`src/hdl/uss_pkg.sv`:
```
// ----------------------------------------------------------------------------
// uss_pkg
// Types, codes and helpers shared by the update session supervisor.
// ----------------------------------------------------------------------------
package uss_pkg;

	typedef enum logic [1:0] {
		CMD_START       = 2'd0,
		CMD_STATUS      = 2'd1,
		CMD_TICK        = 2'd2,
		CMD_STREAM_DONE = 2'd3
	} cmd_t;

	typedef enum logic [1:0] {
		RS_IDLE      = 2'd0,
		RS_RECEIVING = 2'd1,
		RS_READY     = 2'd2,
		RS_FAILED    = 2'd3
	} rstate_t;

	typedef enum logic [1:0] {
		PH_IDLE       = 2'd0,
		PH_WAIT_BEGIN = 2'd1,
		PH_STREAMING  = 2'd2,
		PH_WAIT_END   = 2'd3
	} phase_t;

	typedef enum logic [2:0] {
		EV_NONE      = 3'd0,
		EV_STARTED   = 3'd1,
		EV_REFUSED   = 3'd2,
		EV_POLL      = 3'd3,
		EV_STREAMING = 3'd4,
		EV_DONE      = 3'd5,
		EV_FAILED    = 3'd6
	} event_t;

	typedef enum logic [3:0] {
		FR_NONE             = 4'd0,
		FR_LINK_LOST        = 4'd1,
		FR_BEGIN_REJECTED   = 4'd2,
		FR_PEER_FAILED      = 4'd3,
		FR_BEGIN_TIMEOUT    = 4'd4,
		FR_FINALIZE_FAILED  = 4'd5,
		FR_FINALIZE_TIMEOUT = 4'd6,
		FR_BUSY             = 4'd7,
		FR_BAD_CHUNK        = 4'd8,
		FR_BAD_FILE         = 4'd9,
		FR_NO_TARGET        = 4'd10
	} reason_t;

	typedef enum logic [1:0] {
		CFG_BEGIN_TIMEOUT = 2'd0,
		CFG_END_TIMEOUT   = 2'd1,
		CFG_POLL_INTERVAL = 2'd2
	} cfg_idx_t;

	localparam logic [30:0] BEGIN_TIMEOUT_RST = 31'd12000;
	localparam logic [30:0] END_TIMEOUT_RST   = 31'd60000;
	localparam logic [30:0] POLL_INTERVAL_RST = 31'd250;
	localparam logic [15:0] CHUNK_MIN         = 16'd32;
	localparam logic [15:0] CHUNK_MAX         = 16'd220;

	typedef struct packed {
		cmd_t        cmd;
		logic [31:0] now_ms;
		logic [15:0] chunk_size;
		logic [31:0] file_size;
		logic        file_ok;
		logic        target_ok;
		logic        link_ok;
		logic        code_ok;
		rstate_t     remote_state;
		logic [31:0] rx_bytes;
		logic [31:0] total_bytes;
	} item_t;

	typedef struct packed {
		event_t      event_res;
		reason_t     fail_reason;
		logic [31:0] duration_ms;
		logic        session_active;
		phase_t      session_phase;
	} result_t;

	typedef struct packed {
		cfg_idx_t    idx;
		logic [31:0] value;
	} cfg_wr_t;

	typedef struct packed {
		logic [30:0] begin_timeout_ms;
		logic [30:0] end_timeout_ms;
		logic [30:0] poll_interval_ms;
	} cfg_t;

	typedef struct packed {
		logic        active;
		phase_t      phase;
		logic [31:0] image_size;
		logic [7:0]  chunk_len;
		logic [31:0] start_time;
		logic [31:0] last_activity;
		logic [31:0] last_poll;
		logic        begin_seen;
	} sess_t;

	function automatic logic reached(logic [31:0] now, logic [31:0] then_ms,
			logic [30:0] limit);
		logic [31:0] d;
		d = now - then_ms;
		return !d[31] && (d[30:0] >= limit);
	endfunction

endpackage

```
`src/hdl/uss_step.sv`:
```
// ----------------------------------------------------------------------------
// uss_step
// Next session state and result for one request.
// ----------------------------------------------------------------------------
module uss_step (
	input  uss_pkg::item_t   item,
	input  uss_pkg::sess_t   cur,
	input  uss_pkg::cfg_t    regs,
	output uss_pkg::sess_t   nxt,
	output uss_pkg::result_t res
);
	logic             do_end;
	uss_pkg::event_t  end_ev;
	uss_pkg::reason_t end_why;
	uss_pkg::reason_t why;
	uss_pkg::sess_t   upd;
	uss_pkg::event_t  ev;
	uss_pkg::reason_t ev_why;

	always_comb begin
		upd     = cur;
		ev      = uss_pkg::EV_NONE;
		ev_why  = uss_pkg::FR_NONE;
		do_end  = 1'b0;
		end_ev  = uss_pkg::EV_FAILED;
		end_why = uss_pkg::FR_NONE;
		why     = uss_pkg::FR_NONE;

		case (item.cmd)
			uss_pkg::CMD_START: begin
				if (!item.target_ok)
					why = uss_pkg::FR_NO_TARGET;
				else if (cur.active)
					why = uss_pkg::FR_BUSY;
				else if (item.chunk_size < uss_pkg::CHUNK_MIN ||
						item.chunk_size > uss_pkg::CHUNK_MAX)
					why = uss_pkg::FR_BAD_CHUNK;
				else if (!item.file_ok || item.file_size == 32'd0)
					why = uss_pkg::FR_BAD_FILE;
				if (why != uss_pkg::FR_NONE) begin
					ev     = uss_pkg::EV_REFUSED;
					ev_why = why;
				end else begin
					upd.active        = 1'b1;
					upd.phase         = uss_pkg::PH_WAIT_BEGIN;
					upd.image_size    = item.file_size;
					upd.chunk_len     = item.chunk_size[7:0];
					upd.start_time    = item.now_ms;
					upd.last_activity = item.now_ms;
					upd.last_poll     = 32'd0;
					upd.begin_seen    = 1'b0;
					ev                = uss_pkg::EV_STARTED;
				end
			end
			uss_pkg::CMD_STATUS: begin
				if (cur.active) begin
					upd.last_activity = item.now_ms;
					if (cur.phase == uss_pkg::PH_WAIT_BEGIN) begin
						if (!item.code_ok) begin
							do_end  = 1'b1;
							end_why = uss_pkg::FR_BEGIN_REJECTED;
						end else if (item.remote_state == uss_pkg::RS_FAILED) begin
							do_end  = 1'b1;
							end_why = uss_pkg::FR_PEER_FAILED;
						end else if (item.remote_state == uss_pkg::RS_RECEIVING) begin
							upd.begin_seen = 1'b1;
							upd.phase      = uss_pkg::PH_STREAMING;
							ev             = uss_pkg::EV_STREAMING;
						end
					end else if (cur.phase == uss_pkg::PH_WAIT_END) begin
						if (!item.code_ok || item.remote_state == uss_pkg::RS_FAILED) begin
							do_end  = 1'b1;
							end_why = uss_pkg::FR_FINALIZE_FAILED;
						end else if (item.remote_state == uss_pkg::RS_READY &&
								item.rx_bytes == cur.image_size &&
								item.total_bytes == cur.image_size) begin
							do_end = 1'b1;
							end_ev = uss_pkg::EV_DONE;
						end
					end
				end
			end
			uss_pkg::CMD_TICK: begin
				if (cur.active) begin
					if (!item.link_ok) begin
						do_end  = 1'b1;
						end_why = uss_pkg::FR_LINK_LOST;
					end else if (cur.phase == uss_pkg::PH_WAIT_BEGIN) begin
						if (uss_pkg::reached(item.now_ms, cur.last_activity,
								regs.begin_timeout_ms)) begin
							do_end  = 1'b1;
							end_why = uss_pkg::FR_BEGIN_TIMEOUT;
						end else if (cur.begin_seen) begin
							upd.phase = uss_pkg::PH_STREAMING;
							ev        = uss_pkg::EV_STREAMING;
						end else if (uss_pkg::reached(item.now_ms, cur.last_poll,
								regs.poll_interval_ms)) begin
							upd.last_poll = item.now_ms;
							ev            = uss_pkg::EV_POLL;
						end
					end else if (cur.phase == uss_pkg::PH_WAIT_END) begin
						if (uss_pkg::reached(item.now_ms, cur.last_activity,
								regs.end_timeout_ms)) begin
							do_end  = 1'b1;
							end_why = uss_pkg::FR_FINALIZE_TIMEOUT;
						end
					end
				end
			end
			uss_pkg::CMD_STREAM_DONE: begin
				if (cur.active && cur.phase == uss_pkg::PH_STREAMING) begin
					upd.phase         = uss_pkg::PH_WAIT_END;
					upd.last_activity = item.now_ms;
				end
			end
			default: ;
		endcase

		nxt            = upd;
		res.event_res  = ev;
		res.fail_reason = ev_why;
		res.duration_ms = 32'd0;
		if (do_end) begin
			nxt.active        = 1'b0;
			nxt.phase         = uss_pkg::PH_IDLE;
			nxt.image_size    = 32'd0;
			nxt.start_time    = 32'd0;
			nxt.last_activity = 32'd0;
			nxt.last_poll     = 32'd0;
			nxt.begin_seen    = 1'b0;
			res.event_res     = end_ev;
			res.fail_reason   = end_why;
			res.duration_ms   = item.now_ms - cur.start_time;
		end
		res.session_active = nxt.active;
		res.session_phase  = nxt.phase;
	end
endmodule

```
`config.mk`:
```
export PLATFORM = sky130hd
export DESIGN_NAME = uss_step
export DESIGN_NICKNAME = d
export VERILOG_FILES = /design/src/hdl/uss_pkg.sv /design/src/hdl/uss_step.sv
export SDC_FILE = /design/constraint.sdc
export NUM_CORES = 1
export LEC_CHECK = 0
export ABC_CLOCK_PERIOD_IN_PS = 5500
export BUFFER_PORTS_ARGS = -buffer_cell sky130_fd_sc_hd__buf_4
export CAP_MARGIN = 25
export CORE_AREA = 5 5 219 221
export DETAILED_ROUTE_END_ITERATION = 6
export DIE_AREA = 0 0 224 226
export PLACE_DENSITY = 0.52
export RECOVER_POWER = 100
export SLEW_MARGIN = 10
export SYNTH_ARGS = -nofsm -noshare
export SYNTH_HDL_FRONTEND = slang
export SYNTH_SLANG_ARGS = --single-unit
```
`constraint.sdc`:
```
create_clock -name vclk -period 5.5
set_input_delay 0.55 -clock vclk [all_inputs]
set_output_delay 0.55 -clock vclk [all_outputs]
set_load 0.02 [all_outputs]
```
==> results.md <==
* HP Class: input pin to primary output
* Final WL at 77,300 um
* Worst-path fanout max at 6
* Leak Pwr at 0.0107 uW
* GPL Wtd Cong at 0.951
* Synthesis-to-finish area growth at 93.8%
* Worst rel slew slack at -0.267
* # nets final at 3,179
* Starting DRT DRC Count at 1,227
* Die Span Y at 226 um
* Total GRT Usage at 0.279
* Initial antenna violation count at 7
* Drt first pass iters at 5
* Post-Synthesis Cells at 1,740
* Clock buffers at 0
* Die Span X at 224 um
* First-pass GRT wire length at 106,000 um
* Vias at 16,577
* Core ar. at 0.0460 mm^2
* Vias per cell at 5.16
* Final Max Slew Viols at 75
* Outcome: finished with violations
* Worst Path Required at 4950 ps
* Worst hold path depth at 4
* Tmin final at 6220 ps
* FF+latch count at 0
* Critical path type: input pin to primary output
* Ports at 567
* Final worst-path cycle share at 1.13
* Max Fclk at 0.161 GHz
* Critical Path End Type: primary output
* Hold_ws at 1420 ps
* IO Port Bufs at 567
* Sequential fraction of the synthesis area at 0
* Commonest non-fill, non-tap cell in the layout: buf_4
* Critical Path Max Stage Delay at 370 ps
* Slowest cell on crit path: fa_2
* Critical path data arrival time at 5670 ps
* Share of cells above drive strength 1 at 0.438
* Worst IR drop on VDD at 0.0601 mV
* Vias in the first global route at 16,248
* Design Area, Final at 0.0213 mm^2
* Routed Antenna Nets at 0
* Syn nets at 2,318
* Drt drc at 0
* Worst Setup Start Kind: input pin
* Routed len/inst at 24.1 um
* Violated checks: max-capacitance violations, max-slew violations, negative setup slack
* Final-report hold violation count at 0
* Register area at 0 um^2
* Max-cap violations at 1
* Syn Area/Cell at 6.33 um^2
* Hold_buf cts at 0
* GR Overflow Total at 0
* Cell area after placement at 0.0186 mm^2
* Worst-Margin Slew at 1900 ps
* Synth warnings at 0
* Commonest cells after routing, fill and taps aside: buf_4 (730), nand2_1 (230), inv_1 (226), ha_1 (181), buf_6 (147)
* Post-place setup slack at -1210 ps
* Cell area after synthesis at 0.0110 mm^2
* # rows at 79
* Fillers at 4,712
* Hold path endpoint: nxt[102]
* Setup-failing EPs final at 174
* Hold path startpoint: cur[102]
* HPWL after DPL at 66,600 um
* Largest net degree at the start of global routing at 75
* Crit. Startpoint: item[118]
* Power Dens Cells at 127 mW/mm^2
* Unrepaired setup endpoints after global routing: true
* Full die area at 0.0506 mm^2
* Number of distinct library cells after synthesis at 82
* Initial Utilization at 0.240
* Post-route setup slack at -719 ps
critical path: cells and delay by family:
family | cells | cell delay (ps)
compound gates | 14 | 2540
fa+ha+maj | 3 | 890
buf+inv | 8 | 1200
simple gates | 4 | 460
cells in the mapped netlist, drive strengths merged (3+ instances only):
library cell | count | area share
nand2 | 233 | 0.080
inv | 229 | 0.078
ha | 190 | 0.22
a21oi | 167 | 0.076
nor2 | 125 | 0.043
o21ai | 84 | 0.039
nand3 | 64 | 0.029
a21o | 60 | 0.041
xnor2 | 58 | 0.046
clkbuf | 42 | 0.014
xor2 | 40 | 0.032
o31ai | 37 | 0.028
nor3 | 29 | 0.014
buf | 28 | 0.014
nand4 | 28 | 0.016
a22oi | 23 | 0.016
and3 | 23 | 0.013
nor4 | 22 | 0.012
o21a | 20 | 0.014
nor2b | 17 | 0.0097
a21boi | 15 | 0.010
a211oi | 14 | 0.0095
nand2b | 14 | 0.0080
a31oi | 13 | 0.0074
o211ai | 13 | 0.0089
a221o | 12 | 0.011
o21bai | 12 | 0.0082
o22ai | 12 | 0.0068
a221oi | 10 | 0.0080
and2 | 8 | 0.0045
o2111ai | 8 | 0.0064
a2111oi | 7 | 0.0091
or3 | 6 | 0.0034
mux2i | 5 | 0.0045
o31a | 4 | 0.0032
a211o | 3 | 0.0024
and4 | 3 | 0.0024
fa | 3 | 0.0055
nand4b | 3 | 0.0024
nor3b | 3 | 0.0020
o221ai | 3 | 0.0024
o2bb2ai | 3 | 0.0024
o311ai | 3 | 0.0024
or4 | 3 | 0.0020
area by class of cell:
cell class,instances,area (um^2),area share
Antenna cell,5,12.5,0.000586
Inverter,229,866,0.0406
Timing Repair Buffer,928,8080,0.379
Multi-Input combinational cell,1442,11600,0.544
Tap cell,607,759,0.0356
layer usage:
layer | GRT usage | part of all wire
met1 | 0.388 | 0.45
met2 | 0.441 | 0.44
met3 | 0.0732 | 0.090
met4 | 0.0484 | 0.020
met5 | 0 | 0.00053
kinds of logic (layout without fill, tap and decap cells):
family | after synthesis | in the layout | share of synthesized area
xor+xnor | 98 | 98 | 0.0779
simple gates | 590 | 591 | 0.249
other cells | 0 | 5 | 0
fa+ha+maj | 193 | 193 | 0.221
compound gates | 553 | 553 | 0.338
buf+inv | 299 | 1157 | 0.107
mux | 7 | 7 | 0.00659
power breakdown:
group          total (uW)  switching, uW  internal (uW)  leakage (uW)
Combinational        2710           1390           1320        0.0107
Sequential              0              0              0             0
Clock            0.000109              0       0.000109  0.0000000317
metrics by stage:
stage | TNS [ps] | power [uW] | util | cells
2_1_floorplan | -815 | 1180 | - | 1740
3_3_place_gp | -156250 | 2310 | 0.404 | 3147
6_report | -106850 | 2710 | 0.464 | 3211
3_5_place_dp | -164570 | 2330 | 0.404 | 3147
4_1_cts | -101970 | 2510 | 0.433 | 3177
5_1_grt | -144070 | 2910 | 0.464 | 3209
worst max-delay path by stage:
stage               depth (start not counted)       end
CTS                                        28   nxt[21]
detailed placement                         27  nxt[130]
global placement                           26  nxt[132]
finish                                     29   res[39]
global route                               26    nxt[2]
floorplan                                  23    res[1]
repair_timing:
item / in CTS / in global routing
gates resized for setup: 217 / 207
pin swaps: 37 / 58
endpoints found under the setup margin: 174 / 174
cloned: 5 / 7
buffers inserted: 26 / 25
(Power assumes the default switching activity.)
